===== src/hw/rtl/hts_pkg.sv =====
// Package for the heater thermal safety monitor.
// Holds the item and configuration types, the action codes and the fixed limits.
// No dependencies.
package hts_pkg;

  // One input item per monitor tick.
  typedef struct packed {
    logic [31:0]        time_ms;
    logic               heating;
    logic               reading_valid;
    logic signed [11:0] water_temp;
  } in_item_t;

  // One result item per tick.
  typedef struct packed {
    logic [1:0] overtemp_action;
    logic [1:0] heat_rise_action;
    logic [1:0] stuck_action;
    logic       force_off;
  } out_item_t;

  // Fault action codes.
  localparam logic [1:0] ACT_NONE  = 2'd0;
  localparam logic [1:0] ACT_RAISE = 2'd1;
  localparam logic [1:0] ACT_CLEAR = 2'd2;

  // Configuration register indexes.
  localparam int unsigned CfgIdxW = 2;
  localparam logic [CfgIdxW-1:0] REG_MONITOR_ENABLE  = 2'd0;
  localparam logic [CfgIdxW-1:0] REG_MAX_WATER_TEMP  = 2'd1;
  localparam logic [CfgIdxW-1:0] REG_STUCK_TIMEOUT_S = 2'd2;
  localparam int unsigned CfgDataW = 16;

  // Timeout in ms fits in 26 bits (65535 s * 1000).
  localparam int unsigned TimeoutW = 26;
  localparam logic [9:0]          MS_PER_S         = 10'd1000;
  localparam logic [TimeoutW-1:0] TIMEOUT_RESET_MS = 26'd1800000;

  // Rise window of five minutes, and temperature limits in 1/16 degree C.
  localparam logic [31:0]        RISE_WINDOW_MS = 32'd300000;
  localparam logic signed [12:0] RISE_LIMIT     = 13'sd32;
  localparam logic signed [12:0] CHANGE_LIMIT   = 13'sd8;

  // Configuration as seen by the evaluation logic.
  typedef struct packed {
    logic                monitor_enable;
    logic [10:0]         max_water_temp;
    logic [TimeoutW-1:0] stuck_ms;
  } cfg_t;

endpackage


===== src/hw/rtl/heater_thermal_safety_monitor.sv =====
// Top level of the heater thermal safety monitor.
// Depends on hts_pkg, hts_cfg and hts_eval.
//
// Each accepted item is registered in the input stage, evaluated by hts_eval
// and placed in the result register, where it is held until taken; the block
// takes one item every cycle while results are taken.
// The rate is set by the single evaluation stage between the input and result
// registers. Configuration is written through a plain write port and should
// change only while no item is in flight.
module heater_thermal_safety_monitor (
  input  logic                          clk_i,
  input  logic                          rst_ni,
  input  logic                          cfg_we_i,
  input  logic [hts_pkg::CfgIdxW-1:0]   cfg_idx_i,
  input  logic [hts_pkg::CfgDataW-1:0]  cfg_wdata_i,
  input  logic                          in_valid_i,
  output logic                          in_stall_o,
  input  hts_pkg::in_item_t             in_item_i,
  output logic                          out_valid_o,
  input  logic                          out_stall_i,
  output hts_pkg::out_item_t            out_item_o
);

  hts_pkg::cfg_t      cfg;
  hts_pkg::in_item_t  s1_item_q;
  logic               s1_valid_q;
  hts_pkg::out_item_t result;
  hts_pkg::out_item_t out_item_q;
  logic               out_valid_q;
  logic               advance;
  logic               in_accept;

  hts_cfg u_cfg (
    .clk_i       (clk_i),
    .rst_ni      (rst_ni),
    .cfg_we_i    (cfg_we_i),
    .cfg_idx_i   (cfg_idx_i),
    .cfg_wdata_i (cfg_wdata_i),
    .cfg_o       (cfg)
  );

  // The staged item moves into the result register when that is free.
  assign advance    = s1_valid_q && (!out_valid_q || !out_stall_i);
  assign in_stall_o = s1_valid_q && !advance;
  assign in_accept  = in_valid_i && !in_stall_o;

  hts_eval u_eval (
    .clk_i    (clk_i),
    .rst_ni   (rst_ni),
    .cfg_i    (cfg),
    .step_i   (advance),
    .item_i   (s1_item_q),
    .result_o (result)
  );

  // Input stage.
  always_ff @(posedge clk_i or negedge rst_ni) begin
    if (!rst_ni) begin
      s1_valid_q <= 1'b0;
    end else if (in_accept) begin
      s1_valid_q <= 1'b1;
    end else if (advance) begin
      s1_valid_q <= 1'b0;
    end
  end

  always_ff @(posedge clk_i) begin
    if (in_accept) begin
      s1_item_q <= in_item_i;
    end
  end

  // Result stage.
  always_ff @(posedge clk_i or negedge rst_ni) begin
    if (!rst_ni) begin
      out_valid_q <= 1'b0;
    end else if (advance) begin
      out_valid_q <= 1'b1;
    end else if (!out_stall_i) begin
      out_valid_q <= 1'b0;
    end
  end

  always_ff @(posedge clk_i) begin
    if (advance) begin
      out_item_q <= result;
    end
  end

  assign out_valid_o = out_valid_q;
  assign out_item_o  = out_item_q;

  // A disabled monitor produces an all-zero result.
  assert property (@(posedge clk_i) disable iff (!rst_ni)
    advance && !cfg.monitor_enable |=> out_item_o == '0)
    else $error("disabled monitor produced a nonzero result");

  // Force-off only comes with an overtemperature or stuck raise.
  assert property (@(posedge clk_i) disable iff (!rst_ni)
    out_valid_o && out_item_o.force_off |->
      (out_item_o.overtemp_action == hts_pkg::ACT_RAISE ||
       out_item_o.stuck_action == hts_pkg::ACT_RAISE))
    else $error("force_off without a raised fault");

  // The input side stalls only when both stages are full.
  assert property (@(posedge clk_i) disable iff (!rst_ni)
    in_stall_o |-> s1_valid_q && out_valid_q && out_stall_i)
    else $error("input stalled with room in the pipeline");

endmodule


===== src/hw/rtl/hts_cfg.sv =====
// Configuration registers of the heater thermal safety monitor.
// Depends on hts_pkg; converts the stuck timeout to milliseconds at write time.
module hts_cfg (
  input  logic                          clk_i,
  input  logic                          rst_ni,
  input  logic                          cfg_we_i,
  input  logic [hts_pkg::CfgIdxW-1:0]   cfg_idx_i,
  input  logic [hts_pkg::CfgDataW-1:0]  cfg_wdata_i,
  output hts_pkg::cfg_t                 cfg_o
);

  logic                          enable_q;
  logic [10:0]                   max_temp_q;
  logic [hts_pkg::TimeoutW-1:0]  stuck_ms_q;
  logic [hts_pkg::TimeoutW-1:0]  stuck_ms_d;

  // Seconds to milliseconds, a single small multiply at the full timeout width.
  assign stuck_ms_d = hts_pkg::TimeoutW'(cfg_wdata_i) * hts_pkg::TimeoutW'(hts_pkg::MS_PER_S);

  // Register writes; unknown indexes are ignored.
  always_ff @(posedge clk_i or negedge rst_ni) begin
    if (!rst_ni) begin
      enable_q   <= 1'b0;
      max_temp_q <= '0;
      stuck_ms_q <= hts_pkg::TIMEOUT_RESET_MS;
    end else if (cfg_we_i) begin
      case (cfg_idx_i)
        hts_pkg::REG_MONITOR_ENABLE:  enable_q   <= cfg_wdata_i[0];
        hts_pkg::REG_MAX_WATER_TEMP:  max_temp_q <= cfg_wdata_i[10:0];
        hts_pkg::REG_STUCK_TIMEOUT_S: stuck_ms_q <= stuck_ms_d;
        default: ;
      endcase
    end
  end

  assign cfg_o.monitor_enable = enable_q;
  assign cfg_o.max_water_temp = max_temp_q;
  assign cfg_o.stuck_ms       = stuck_ms_q;

endmodule


===== src/hw/rtl/hts_eval.sv =====
// Fault evaluation and tracking state of the heater thermal safety monitor.
// Depends on hts_pkg; computes one result per item and updates state on step_i.
module hts_eval (
  input  logic                clk_i,
  input  logic                rst_ni,
  input  hts_pkg::cfg_t       cfg_i,
  input  logic                step_i,
  input  hts_pkg::in_item_t   item_i,
  output hts_pkg::out_item_t  result_o
);

  // Tracking state.
  logic               tracked_on_q, tracked_on_d;
  logic [31:0]        off_time_q, off_time_d;
  logic signed [11:0] base_temp_q, base_temp_d;
  logic               base_valid_q, base_valid_d;
  logic signed [11:0] last_temp_q, last_temp_d;
  logic               last_valid_q, last_valid_d;
  logic [31:0]        last_change_q, last_change_d;

  logic signed [11:0] temp;
  logic               valid;
  logic [31:0]        now;
  logic signed [12:0] max_s;
  logic signed [12:0] rise_diff;
  logic signed [12:0] chg_diff;
  logic [12:0]        chg_abs;
  logic [31:0]        since_off;
  logic [31:0]        since_change;
  logic               changed;

  assign temp  = item_i.water_temp;
  assign valid = item_i.reading_valid;
  assign now   = item_i.time_ms;
  assign max_s = $signed({2'b00, cfg_i.max_water_temp});

  always_comb begin
    result_o      = '0;
    tracked_on_d  = tracked_on_q;
    off_time_d    = off_time_q;
    base_temp_d   = base_temp_q;
    base_valid_d  = base_valid_q;
    last_temp_d   = last_temp_q;
    last_valid_d  = last_valid_q;
    last_change_d = last_change_q;
    rise_diff     = '0;
    chg_diff      = '0;
    chg_abs       = '0;
    since_off     = '0;
    since_change  = '0;
    changed       = 1'b0;

    if (cfg_i.monitor_enable) begin
      // Overtemperature against the ceiling; a ceiling of zero disables it.
      if (cfg_i.max_water_temp != '0 && valid) begin
        if ($signed({temp[11], temp}) >= max_s) begin
          result_o.overtemp_action = hts_pkg::ACT_RAISE;
          result_o.force_off       = item_i.heating;
        end else begin
          result_o.overtemp_action = hts_pkg::ACT_CLEAR;
        end
      end

      if (!item_i.heating) begin
        // Heater off: capture the baseline at the turn-off tick.
        if (tracked_on_q) begin
          base_temp_d  = valid ? temp : '0;
          base_valid_d = valid;
          off_time_d   = now;
        end
        tracked_on_d = 1'b0;
        since_off    = now - off_time_d;
        rise_diff    = {temp[11], temp} - {base_temp_d[11], base_temp_d};
        if (valid && base_valid_d) begin
          if (since_off < hts_pkg::RISE_WINDOW_MS && rise_diff > hts_pkg::RISE_LIMIT) begin
            result_o.heat_rise_action = hts_pkg::ACT_RAISE;
          end else begin
            result_o.heat_rise_action = hts_pkg::ACT_CLEAR;
          end
        end
        result_o.stuck_action = hts_pkg::ACT_CLEAR;
        if (valid) begin
          last_temp_d  = temp;
          last_valid_d = 1'b1;
        end
        last_change_d = '0;
      end else if (!tracked_on_q) begin
        // Heater turning on: record the starting point only.
        tracked_on_d  = 1'b1;
        last_change_d = now;
        last_temp_d   = valid ? temp : '0;
        last_valid_d  = valid;
      end else begin
        // Heater stays on: look for a real temperature change.
        chg_diff = {temp[11], temp} - {last_temp_q[11], last_temp_q};
        chg_abs  = chg_diff[12] ? 13'(-chg_diff) : 13'(chg_diff);
        changed  = valid && (!last_valid_q || $signed(chg_abs) > hts_pkg::CHANGE_LIMIT);
        if (changed) begin
          last_temp_d           = temp;
          last_valid_d          = 1'b1;
          last_change_d         = now;
          result_o.stuck_action = hts_pkg::ACT_CLEAR;
        end
        since_change = now - last_change_d;
        if (since_change >= {6'd0, cfg_i.stuck_ms}) begin
          result_o.stuck_action = hts_pkg::ACT_RAISE;
          result_o.force_off    = 1'b1;
        end
      end
    end
  end

  // State advances only when an item is evaluated.
  always_ff @(posedge clk_i or negedge rst_ni) begin
    if (!rst_ni) begin
      tracked_on_q  <= 1'b0;
      off_time_q    <= '0;
      base_temp_q   <= '0;
      base_valid_q  <= 1'b0;
      last_temp_q   <= '0;
      last_valid_q  <= 1'b0;
      last_change_q <= '0;
    end else if (step_i) begin
      tracked_on_q  <= tracked_on_d;
      off_time_q    <= off_time_d;
      base_temp_q   <= base_temp_d;
      base_valid_q  <= base_valid_d;
      last_temp_q   <= last_temp_d;
      last_valid_q  <= last_valid_d;
      last_change_q <= last_change_d;
    end
  end

endmodule


===== config.mk =====
export PLATFORM = sky130hd
export DESIGN_NAME = heater_thermal_safety_monitor
export DESIGN_NICKNAME = d
export VERILOG_FILES = /design/src/hw/rtl/hts_pkg.sv /design/src/hw/rtl/heater_thermal_safety_monitor.sv /design/src/hw/rtl/hts_cfg.sv /design/src/hw/rtl/hts_eval.sv
export SDC_FILE = /design/constraint.sdc
export NUM_CORES = 1
export LEC_CHECK = 0
export BUFFER_PORTS_ARGS = -buffer_cell sky130_fd_sc_hd__buf_4
export CAP_MARGIN = 15
export CORE_UTILIZATION = 51
export CTS_BUF_LIST = sky130_fd_sc_hd__clkbuf_2
export CTS_CLUSTER_DIAMETER = 200
export DETAILED_ROUTE_END_ITERATION = 10
export PLACE_DENSITY = 0.68
export SKIP_CTS_REPAIR_TIMING = 1
export SLEW_MARGIN = 10
export SYNTH_ARGS = -nofsm -noshare
export SYNTH_HDL_FRONTEND = slang
export SYNTH_SLANG_ARGS = --single-unit

===== constraint.sdc =====
create_clock -name clk_i -period 8 [get_ports clk_i]
set_clock_uncertainty 0.05 [all_clocks]
set_input_delay 1.6 -clock clk_i [delete_from_list [all_inputs] [get_ports clk_i]]
set_output_delay 1.6 -clock clk_i [all_outputs]
set_load 0.01 [all_outputs]

# Word level (Yosys, flattened, before mapping)
# Cells that the tools add are included.
classes:
  addsub: 5
  n_mux: 39
  reduce_logical: 27
  eq_ne: 4
  n_lt_le_gt_ge: 5
  bitwise: 3
  n_mul: 1
ops:
  columns: ["operator", "count"]
  rows:
  - ["32-bit 2-to-1 mux", 9]
  - ["12-bit 2-to-1 mux", 8]
  - ["32-bit subtractor", 2]
  - ["32-bit by 26-bit >= comparator with 1-bit output", 1]
  - ["32-bit by 19-bit < comparator with 1-bit output, second input constant", 1]
  - ["12-bit by 12-bit subtractor with 13-bit output", 2]
  - ["16-bit by 7-bit multiplier with 23-bit output, second input constant", 1]
  - ["1-bit 2-to-1 mux", 15]
  - ["13-bit by 5-bit greater-than comparator with 1-bit output, second input constant", 1]
  - ["13-bit by 7-bit greater-than comparator with 1-bit output, second input constant", 1]
  - ["13-bit 2-to-1 mux", 1]
  - ["13-bit negation", 1]
  - ["12-bit >= comparator", 1]
  - ["11-bit nonzero test", 1]
  - ["2-bit AND reduction", 5]
  - ["2-bit 2-to-1 mux", 4]
  - ["1-bit logical AND", 7]
  - ["3-bit 2-to-1 mux", 2]
  - ["3-bit AND reduction", 2]
  - ["1-bit zero test", 5]
  - ["4-bit AND reduction", 1]
  - ["2-bit nonzero test", 2]
  - ["3-bit != test, second input constant", 1]
  - ["1-bit NOT", 3]
  - ["6 further kinds", 7]
totals:
  register_bits: 181
  out_inout_bits: 9
  elab_cells: 105
  input_bits: 69

# Depth between registers and ports, before layout
# Gate-level depths: netlist of the first run.
logic_depth:
  word_depth: 15
  depth_mapped: 36
  mapped_depth_nobuf: 35

# Hierarchy
# From an unflattened synthesis of the first run, not the netlist that was laid out.
unflattened:
  hier_cells: 1781
  area_unflattened_um2: 16069.2
modules_own_cells:
  columns: ["mod", "seq_area_each_um2", "area_each_um2", "n_inst", "cells_each"]
  rows:
  - ["hts_eval", 2277.2, 10204.8, 1, 1278]
  - ["hts_cfg", 889.6, 4180.3, 1, 442]
  - ["heater_thermal_safety_monitor", 1641.6, 1684.1, 1, 61]

# Least setup slack after synthesis of the first run
# No wires, ideal clock.
synth_timing:
  path_type: "reg-to-reg"
  startpoint: "reg s1_item_q[0] (netlist bit)"
  endpoint: "reg out_item_q (netlist bit out_item_o[0]), data pin"
  path_stages_with_launch: 34
  t_arrival_ns: 6.790
  slack_ns: 0.898
  setup_ns: 0.262
  synth_period_minus_slack_ns: 7.102
  path_buffers: 1
  required_time_ns: 7.688
  cell_sequence: "edfxtp_1 -> inv_1 -> ha_1 -> fa_1 -> and2b_1 -> o2111ai_1 -> a31oi_1 -> or3b_1 -> a31oi_1 -> a21oi_1 -> xnor2_1 -> a21oi_4 -> buf_2 -> mux2i_1 -> fa_1 -> a211oi_1 -> o21ai_0 -> a221oi_1 -> nor2b_1 -> o21ai_0 -> nand2b_1 -> a21oi_1 -> xnor2_1 -> ha_1 -> a21o_1 -> a21o_1 -> a21oi_1 -> nor2_1 -> a2111oi_0 -> o22ai_1 -> a31oi_1 -> o2111ai_1 -> nor3_1 -> o22ai_1"
synth_via:
  elab_chain_cells: 15
  word_cells_on_any_way: 18
  classes_between: "add/sub (3); order compare (3); mux (10); reduce/logical (2)"
synth_rtl:
  columns: ["item", "line", "rtl"]
  rows:
  - ["start: declaration", "heater_thermal_safety_monitor.sv:25", "hts_pkg::in_item_t s1_item_q;"]
  - ["start signal: assignment", "heater_thermal_safety_monitor.sv:69", "s1_item_q <= in_item_i;"]
  - ["12-bit by 12-bit subtractor with 13-bit output", "hts_eval.sv:95", "chg_diff = {temp[11], temp} - {last_temp_q[11], last_temp_q};"]
  - ["13-bit negation", "hts_eval.sv:96", "chg_abs = chg_diff[12] ? 13'(-chg_diff) : 13'(chg_diff);"]
  - ["13-bit 2-to-1 mux", "hts_eval.sv:96", null]
  - ["13-bit by 5-bit greater-than comparator with 1-bit output", "hts_eval.sv:97", "changed = valid && (!last_valid_q || $signed(chg_abs) > hts_pkg::CHANGE_LIMIT);"]
  - ["1-bit logical OR", "hts_eval.sv:97", null]
  - ["1-bit logical AND", "hts_eval.sv:97", null]
  - ["32-bit 2-to-1 mux", "hts_eval.sv:98", "if (changed) begin"]
  - ["32-bit 2-to-1 mux", "hts_eval.sv:87", "end else if (!tracked_on_q) begin"]
  - ["32-bit 2-to-1 mux", "hts_eval.sv:64", "if (!item_i.heating) begin"]
  - ["32-bit 2-to-1 mux", "hts_eval.sv:53", "if (cfg_i.monitor_enable) begin"]
  - ["32-bit subtractor", "hts_eval.sv:104", "since_change = now - last_change_d;"]
  - ["32-bit by 26-bit >= comparator with 1-bit output", "hts_eval.sv:105", "if (since_change >= {6'd0, cfg_i.stuck_ms}) begin"]
  - ["3-bit 2-to-1 mux", "hts_eval.sv:105", null]
  - ["3-bit 2-to-1 mux", "hts_eval.sv:87", null]
  - ["1-bit 2-to-1 mux *", "hts_eval.sv:64", null]
  - ["end signal: assignment", "heater_thermal_safety_monitor.sv:86", "out_item_q <= result;"]
  - ["end: declaration", "heater_thermal_safety_monitor.sv:28", "hts_pkg::out_item_t out_item_q;"]
# Mark *: on every way between the ends. The rest lies on a longest branch, timed or not. The select of a mux whose other input is x is not followed.
# A chain may end at the register's enable or synchronous reset.

# Final worst setup path of the first run
layout_timing:
  startpoint: "reg s1_item_q[0] (netlist bit)"
  endpoint: "reg out_item_q (netlist bit out_item_o[2]), data pin"
layout_via:
  elab_chain_cells: 15
  word_cells_on_any_way: 16
  classes_between: "add/sub (3); order compare (2); mux (9); reduce/logical (2)"
layout_rtl:
  columns: ["item", "line"]
  rows:
  - ["12-bit by 12-bit subtractor with 13-bit output *", "hts_eval.sv:95"]
  - ["13-bit negation", "hts_eval.sv:96"]
  - ["13-bit 2-to-1 mux *", "hts_eval.sv:96"]
  - ["13-bit by 5-bit greater-than comparator with 1-bit output *", "hts_eval.sv:97"]
  - ["1-bit logical OR *", "hts_eval.sv:97"]
  - ["1-bit logical AND *", "hts_eval.sv:97"]
  - ["32-bit 2-to-1 mux", "hts_eval.sv:98"]
  - ["32-bit 2-to-1 mux", "hts_eval.sv:87"]
  - ["32-bit 2-to-1 mux", "hts_eval.sv:64"]
  - ["32-bit 2-to-1 mux", "hts_eval.sv:53"]
  - ["32-bit subtractor", "hts_eval.sv:104"]
  - ["32-bit by 26-bit >= comparator with 1-bit output", "hts_eval.sv:105"]
  - ["3-bit 2-to-1 mux *", "hts_eval.sv:105"]
  - ["3-bit 2-to-1 mux *", "hts_eval.sv:87"]
  - ["2-bit 2-to-1 mux *", "hts_eval.sv:64"]
# Marked as above.

==> results.json, run 1 <==
{
  "finalCritPeriodShare_pct": 93.6,
  "dp.final_hpwl_mm": 25.3,
  "cts_tree": "yes",
  "holdPathEnd": "u_cfg.stuck_ms_q[17]$_DFFE_PN1P_",
  "setup_viol": 0,
  "avgSynthCellArea_um2": 9.94,
  "coreArea_mm2": 0.0280,
  "drive_gt1_share_pct": 12.8,
  "rsz0062_at_grt": "false",
  "max_freq_ghz": 0.134,
  "holdPathStages": 2,
  "rows": 61,
  "p_seq_share_pct": 27.2,
  "wl_per_cell_um": 17.0,
  "powerDensity_mw_per_mm2": 325,
  "die_h_um": 171,
  "syn-instance-count": 1470,
  "pin_count": 78,
  "synth-compound-area-share_pct": 18.3,
  "synth_fa_ha_area_share_pct": 22.6,
  "worst_pin_slew_ns": 1.00,
  "peakVddDrop_mv": 0.147,
  "syn_nets": 1769,
  "reg2reg_slack_ns": 0.51,
  "chipWidth_um": 171,
  "port_buffers": 77,
  "routed_wl_mm": 33.1,
  "htreeDepth": 4,
  "synthMostInstantiatedCell": "ha_1",
  "ant_nets": 0,
  "fill_cells": 2487,
  "min_period_ns": 7.49,
  "yosysTopAreaCell": "dfrtp_1",
  "antenna_found_initial": 1,
  "reg2reg_to": "out_item_o[2]$_SDFFCE_PN0P_",
  "synth_top_family_by_area": "adder cells",
  "tns_ns": 0,
  "relSlewSlack_pct": 33.3,
  "clk_latency_ns": 0.82,
  "gp_congestion": 0.901,
  "cts.clk_slew.worst_paths_ns": 0.25,
  "cp_slowest_cell": "edfxtp_1",
  "p_sw_mw": 2.35,
  "ctsRootBufferMaster": "clkbuf_2",
  "grt-ovfl-total": 0,
  "max_cap_violations": 0,
  "synth-simple-area-share_pct": 11.7,
  "cts.sinks": 181,
  "cts_buffers": 17,
  "die_area_mm2": 0.0293,
  "initial_core_util_pct": 52.2,
  "synth.area.top_cells": "dfrtp_1 20%, ha_1 15%, edfxtp_1 11%",
  "vias_per_cell": 5.72,
  "outcome": "finished, final reports clean",
  "clockBufferDepth": 2,
  "grt_pass1_wl_mm": 54.9,
  "dr.pass1.iters": 8,
  "ys_seq_area_share_pct": 32.9,
  "p_int_mw": 2.86,
  "synth_seq_cells": 181,
  "dr_total_vias": 11108,
  "grt_pass1_vias": 10960,
  "synth_common_cells": "173 x ha_1, 117 x a21oi_1, 117 x dfrtp_1, 105 x inv_1, 105 x nor2_1",
  "worstPathMaxFanout": 15,
  "hold_viol": 0,
  "crit_required_ns": 8.61,
  "async_flop_share_pct": 70.7,
  "netlist_area_mm2": 0.0146,
  "synth_top_area_share_pct": 20.0,
  "combPwrFrac_pct": 63.1,
  "endpoint_kind": "flip-flop",
  "groute.usage.overall_pct": 23.7,
  "synth_cell_types": 83,
  "critical_path_class": "flip-flop to flip-flop",
  "r2r-start": "s1_item_q[0]$_DFFE_PP_",
  "drc": 0,
  "ys_warn_count": 0,
  "worst-endpoint-arrival_ns": 8.10,
  "p_sw_share_pct": 45.1,
  "synthXorXnorAreaFrac_pct": 4.37,
  "min-delay-start": "u_cfg.stuck_ms_q[17]$_DFFE_PN1P_",
  "crit_path_start_kind": "flip-flop",
  "drt_iter0_drc": 693,
  "hp-class": "flip-flop to flip-flop",
  "synthMuxAreaShare_pct": 6.13,
  "finalMaxSlewViolations": 0,
  "critPathMaxStageDelay_ns": 0.43,
  "cellLeakagePower_nw": 7.20,
  "clkPwrFrac_pct": 9.6,
  "r2r_cells": 34,
  "nets": 1848,
  "grt_max_degree": 78,
  "fin_util_pct": 57.3,
  "synth_edf_count": 53,
  "synthToLayoutAreaGrowth_pct": 9.72,
  "ys.flop_type": "dfrtp_1"
}
power by group through the flow:
stage | Clock, mW | Sequential (mW) | Combinational (mW)
after floorplan | 0 | 1.37 | 2.59
after global placement | 0 | 1.43 | 3.15
after detailed placement | 0 | 1.44 | 3.22
after CTS | 0.516 | 1.42 | 3.24
after global routing | 0.549 | 1.45 | 3.75
final | 0.502 | 1.42 | 3.29
metal layers:
metal / up-vias / track usage, % / wire length [µm]
li1: 5514 / - / -
met1: 5366 / 31.8 / 15300
met2: 199 / 40.6 / 16100
met3: 29 / 3.15 / 1210
met4: 0 / 5.47 / 477
met5: - / 0 / 0
worst max-delay path: cells and delay by family (launching register included):
family	cells	cell delay [ns]
fa+ha+maj	4	1.14
buf+inv	2	0.30
compound gates	18	4.06
mux	1	0.23
flops	1	0.43
xor+xnor	2	0.23
simple gates	7	0.90
worst max-delay path by stage:
| stage | from | end | depth (start not counted) |
|---|---|---|---|
| after global routing | s1_item_q[0]$_DFFE_PP_ | out_item_o[0]$_SDFFCE_PN0P_ | 34 |
| after CTS | s1_item_q[0]$_DFFE_PP_ | out_item_o[0]$_SDFFCE_PN0P_ | 34 |
| after detailed placement | s1_item_q[0]$_DFFE_PP_ | out_item_o[0]$_SDFFCE_PN0P_ | 34 |
| final | s1_item_q[0]$_DFFE_PP_ | out_item_o[2]$_SDFFCE_PN0P_ | 34 |
| after global placement | s1_item_q[0]$_DFFE_PP_ | out_item_o[0]$_SDFFCE_PN0P_ | 34 |
| after floorplan | s1_item_q[0]$_DFFE_PP_ | out_item_o[0]$_SDFFCE_PN0P_ | 33 |
kinds of logic after synthesis:
kind of cell    Yosys count
compound gates          406
simple gates            349
fa+ha+maj               230
flops                   181
buf+inv                 144
mux                      87
xor+xnor                 73
registers in the layout (all words and copies together), names as in the netlist:
name / count
u_eval.base_valid_q: 1
u_eval.last_change_q: 32
s1_valid_q: 1
u_eval.base_temp_q: 12
out_item_o: 7
u_cfg.stuck_ms_q: 23
out_valid_o: 1
s1_item_q: 46
u_eval.last_valid_q: 1
u_eval.tracked_on_q: 1
u_cfg.enable_q: 1
u_eval.off_time_q: 32
u_cfg.max_temp_q: 11
u_eval.last_temp_q: 12
metrics by stage:
step	instance area, µm²	hold slack, ns	std cells	total power, mW	setup WS (ns)
finish	16000	0.451	1941	5.21	0.513
global route	16000	0.472	1941	5.75	0.00705
CTS	15900	0.454	1934	5.18	0.0721
detailed placement	15600	0.421	1902	4.66	0.146
global placement	15600	0.415	1902	4.58	0.340
floorplan	14600	0.392	1470	3.96	0.898
cell usage in the layout (no fill, tap or decap), types with 8 or more instances in the layout:
master    netlist  final
a211oi_1       11     10
a21o_1         31     31
a21oi_1       117    117
a22o_1         35     35
a31oi_1        18     15
and2_1          9      8
and3_1         12     12
buf_4           6     96
clkbuf_2        0     19
dfrtp_1       117    116
dfstp_2        11     11
edfxtp_1       53     53
fa_1           57     56
ha_1          173    173
inv_1         105    105
mux2_2         20     20
mux2i_1        67     67
nand2_1        89     89
nand2b_1       15     15
nand3_1        16     16
nand4_1        12     12
nor2_1        105    104
nor2b_1        30     30
nor3_1         23     22
o211ai_1       11     11
o21a_1         16     16
o21ai_0        75     73
o21ai_1        12     12
o31ai_1         9      8
xnor2_1        48     48
xor2_1         25     24
cell type report:
class | count | area (µm²) | share of cell area, %
Antenna cell | 1 | 2.50 | 0.0156
Timing Repair Buffer | 98 | 768 | 4.79
Sequential cell | 181 | 4810 | 30.0
Multi-Input combinational cell | 1145 | 9340 | 58.2
Clock inverter | 13 | 151 | 0.944
Clock buffer | 19 | 95.1 | 0.593
Tap cell | 378 | 473 | 2.95
Inverter | 106 | 398 | 2.48
No activity file was read; power rests on OpenSTA's default activity.
==> inputs of run 2 (changes only) <==
--- a/config.mk
+++ b/config.mk
@@ -7,6 +7,7 @@
 export LEC_CHECK = 0
 export BUFFER_PORTS_ARGS = -buffer_cell sky130_fd_sc_hd__buf_4
 export CAP_MARGIN = 15
+export CORE_MARGIN = 1.5
 export CORE_UTILIZATION = 51
 export CTS_BUF_LIST = sky130_fd_sc_hd__clkbuf_2
 export CTS_CLUSTER_DIAMETER = 200
==> run 2 against run 1 <==
  * Maximum frequency fell by 0.34%
  * Worst hold slack got worse by 0.0063 ns
  * Clock power fell by 2%
  * Setup slack got worse by 0.026 ns
  * Combinational power barely moved
  * Register-to-register slack got worse by 0.03 ns
  * Via count rose by 0.87%
  * Critical endpoint unchanged
  * Design area barely moved
  * Largest power group unchanged
  * Count of clock-buffer cells in the layout fell by 2
==> results.json, run 2 (synthesized netlist as in run 1, its figures left out) <==
{
  "setup_ws_ns": 0.487,
  "min-delay-start": "u_cfg.stuck_ms_q[20]$_DFFE_PN1P_",
  "grt_pass1_vias": 10882,
  "worst_pin_slew_ns": 1.04,
  "grt-ovfl-total": 0,
  "dp.final_hpwl_mm": 24.9,
  "gp_congestion": 0.871,
  "layout_commonest_cell": "ha_1",
  "finalMaxSlewViolations": 0,
  "reg.largest.list": "s1_item_q x46, u_eval.last_change_q x32, u_eval.off_time_q x32",
  "hold_viol": 0,
  "cp_slowest_cell": "edfxtp_1",
  "chipWidth_um": 172,
  "wl_per_cell_um": 16.9,
  "regMostFlops": "s1_item_q",
  "groute.usage.overall_pct": 22.9,
  "clockBufferDepth": 2,
  "cts_tree": "yes",
  "tns_ns": 0,
  "min_period_ns": 7.51,
  "max_cap_violations": 0,
  "die_area_mm2": 0.0297,
  "drc": 0,
  "r2r_cells": 33,
  "holdPathStages": 2,
  "final_cell_mix": "173 x ha_1, 116 x a21oi_1, 116 x dfrtp_1, 104 x inv_1, 104 x nor2_1",
  "pin_count": 78,
  "endpoint_kind": "flip-flop",
  "finalCritPeriodShare_pct": 93.9,
  "holdPathEnd": "u_cfg.stuck_ms_q[20]$_DFFE_PN1P_",
  "power_mw": 5.22,
  "r2r-start": "s1_item_q[0]$_DFFE_PP_",
  "antenna_found_initial": 1,
  "grt_pass1_wl_mm": 53.7,
  "coreArea_mm2": 0.0280,
  "reg2reg_slack_ns": 0.49,
  "rows": 61,
  "synthToLayoutAreaGrowth_pct": 9.76,
  "seqCellArea_mm2": 0.00481,
  "ctsRootBufferMaster": "clkbuf_2",
  "cellLeakagePower_nw": 7.21,
  "cts.sinks": 181,
  "largest_reg_flops": 46,
  "worstPathMaxFanout": 18,
  "htreeDepth": 4,
  "ant_nets": 0,
  "crit_path_start_kind": "flip-flop",
  "drt_iter0_drc": 714,
  "worst-endpoint-arrival_ns": 8.18,
  "cts.clk_slew.worst_paths_ns": 0.30,
  "relSlewSlack_pct": 30.9,
  "max_freq_ghz": 0.133,
  "critical_path_class": "flip-flop to flip-flop",
  "port_buffers": 77,
  "setup_viol": 0,
  "nets": 1847,
  "vias_per_cell": 5.78,
  "dr.pass1.iters": 5,
  "powerDensity_mw_per_mm2": 325,
  "peakVddDrop_mv": 0.139,
  "grt_max_degree": 73,
  "clk_latency_ns": 0.84,
  "fill_cells": 2484,
  "drive_gt1_share_pct": 13.0,
  "crit_required_ns": 8.67,
  "multi_input_area_mm2": 0.00936,
  "initial_core_util_pct": 52.2,
  "outcome": "finished, final reports clean",
  "rsz0062_at_grt": "false",
  "path_common_cell": "ha_1",
  "cts_buffers": 17,
  "dr_total_vias": 11205,
  "routed_wl_mm": 32.7,
  "critPathMaxStageDelay_ns": 0.49,
  "reg2reg_to": "out_item_o[2]$_SDFFCE_PN0P_",
  "hp-class": "flip-flop to flip-flop",
  "die_h_um": 172,
  "pre_cts_slack_ns": 0.139
}
-- run 2: cell types whose count changed in the layout (fill, tap and decap cells not counted), moves of 2 or more --
cell	before	now
bufinv_16	2	0
clkinvlp_4	3	0
clkbuf_2	19	17
inv_8	1	6
clkinv_8	0	2
-- run 2: metal layers --
metal | up-vias | part of all wire (%) | track usage, %
li1 | 5504 | - | -
met5 | - | 0 | 0
met3 | 30 | 3.3 | 3.09
met4 | 0 | 1.4 | 5.26
met2 | 195 | 48 | 39.6
met1 | 5476 | 48 | 30.4
-- run 2: where the power goes --
group          switching (mW)  internal [mW]
Clock                   0.384          0.107
Sequential              0.179           1.24
Combinational            1.84           1.47
-- run 2: layout make-up --
| type | instances | share of cell area, % |
|---|---|---|
| Clock inverter | 15 | 0.983 |
| Timing Repair Buffer | 97 | 4.73 |
| Multi-Input combinational cell | 1145 | 58.3 |
| Clock buffer | 17 | 0.530 |
| Tap cell | 378 | 2.95 |
| Inverter | 106 | 2.48 |
| Antenna cell | 1 | 0.0156 |
| Sequential cell | 181 | 30.0 |
-- run 2: worst max path at each step --
stage                            from                           to  slack (ns)  cells after the start
4_1_cts        s1_item_q[0]$_DFFE_PP_  out_item_o[0]$_SDFFCE_PN0P_        0.09                     33
3_5_place_dp   s1_item_q[0]$_DFFE_PP_  out_item_o[0]$_SDFFCE_PN0P_        0.14                     33
3_3_place_gp   s1_item_q[0]$_DFFE_PP_  out_item_o[0]$_SDFFCE_PN0P_        0.32                     33
6_report       s1_item_q[0]$_DFFE_PP_  out_item_o[2]$_SDFFCE_PN0P_        0.49                     33
5_1_grt        s1_item_q[0]$_DFFE_PP_  out_item_o[2]$_SDFFCE_PN0P_       0.008                     35
2_1_floorplan  s1_item_q[0]$_DFFE_PP_  out_item_o[0]$_SDFFCE_PN0P_        0.90                     33
-- run 2: worst max-delay path: cells and delay by family, from the launching register on --
family	cells	cell delay (ns)
AO/OA/AOI/OAI	15	3.07
AND/OR/NAND/NOR	8	1.54
adder cells (fa/ha/maj)	4	1.12
flip-flops	1	0.49
XOR/XNOR	2	0.44
multiplexers	2	0.35
buffers and inverters	2	0.30
-- run 2: through the flow --
step	cells	hold WS, ns	instance area, µm²	utilization, %
after floorplan	1470	0.392	14600	-
after global placement	1901	0.413	15600	55.8
after detailed placement	1901	0.421	15600	55.8
after CTS	1933	0.451	15900	56.6
after global routing	1940	0.461	16000	57.3
final	1940	0.445	16000	57.3
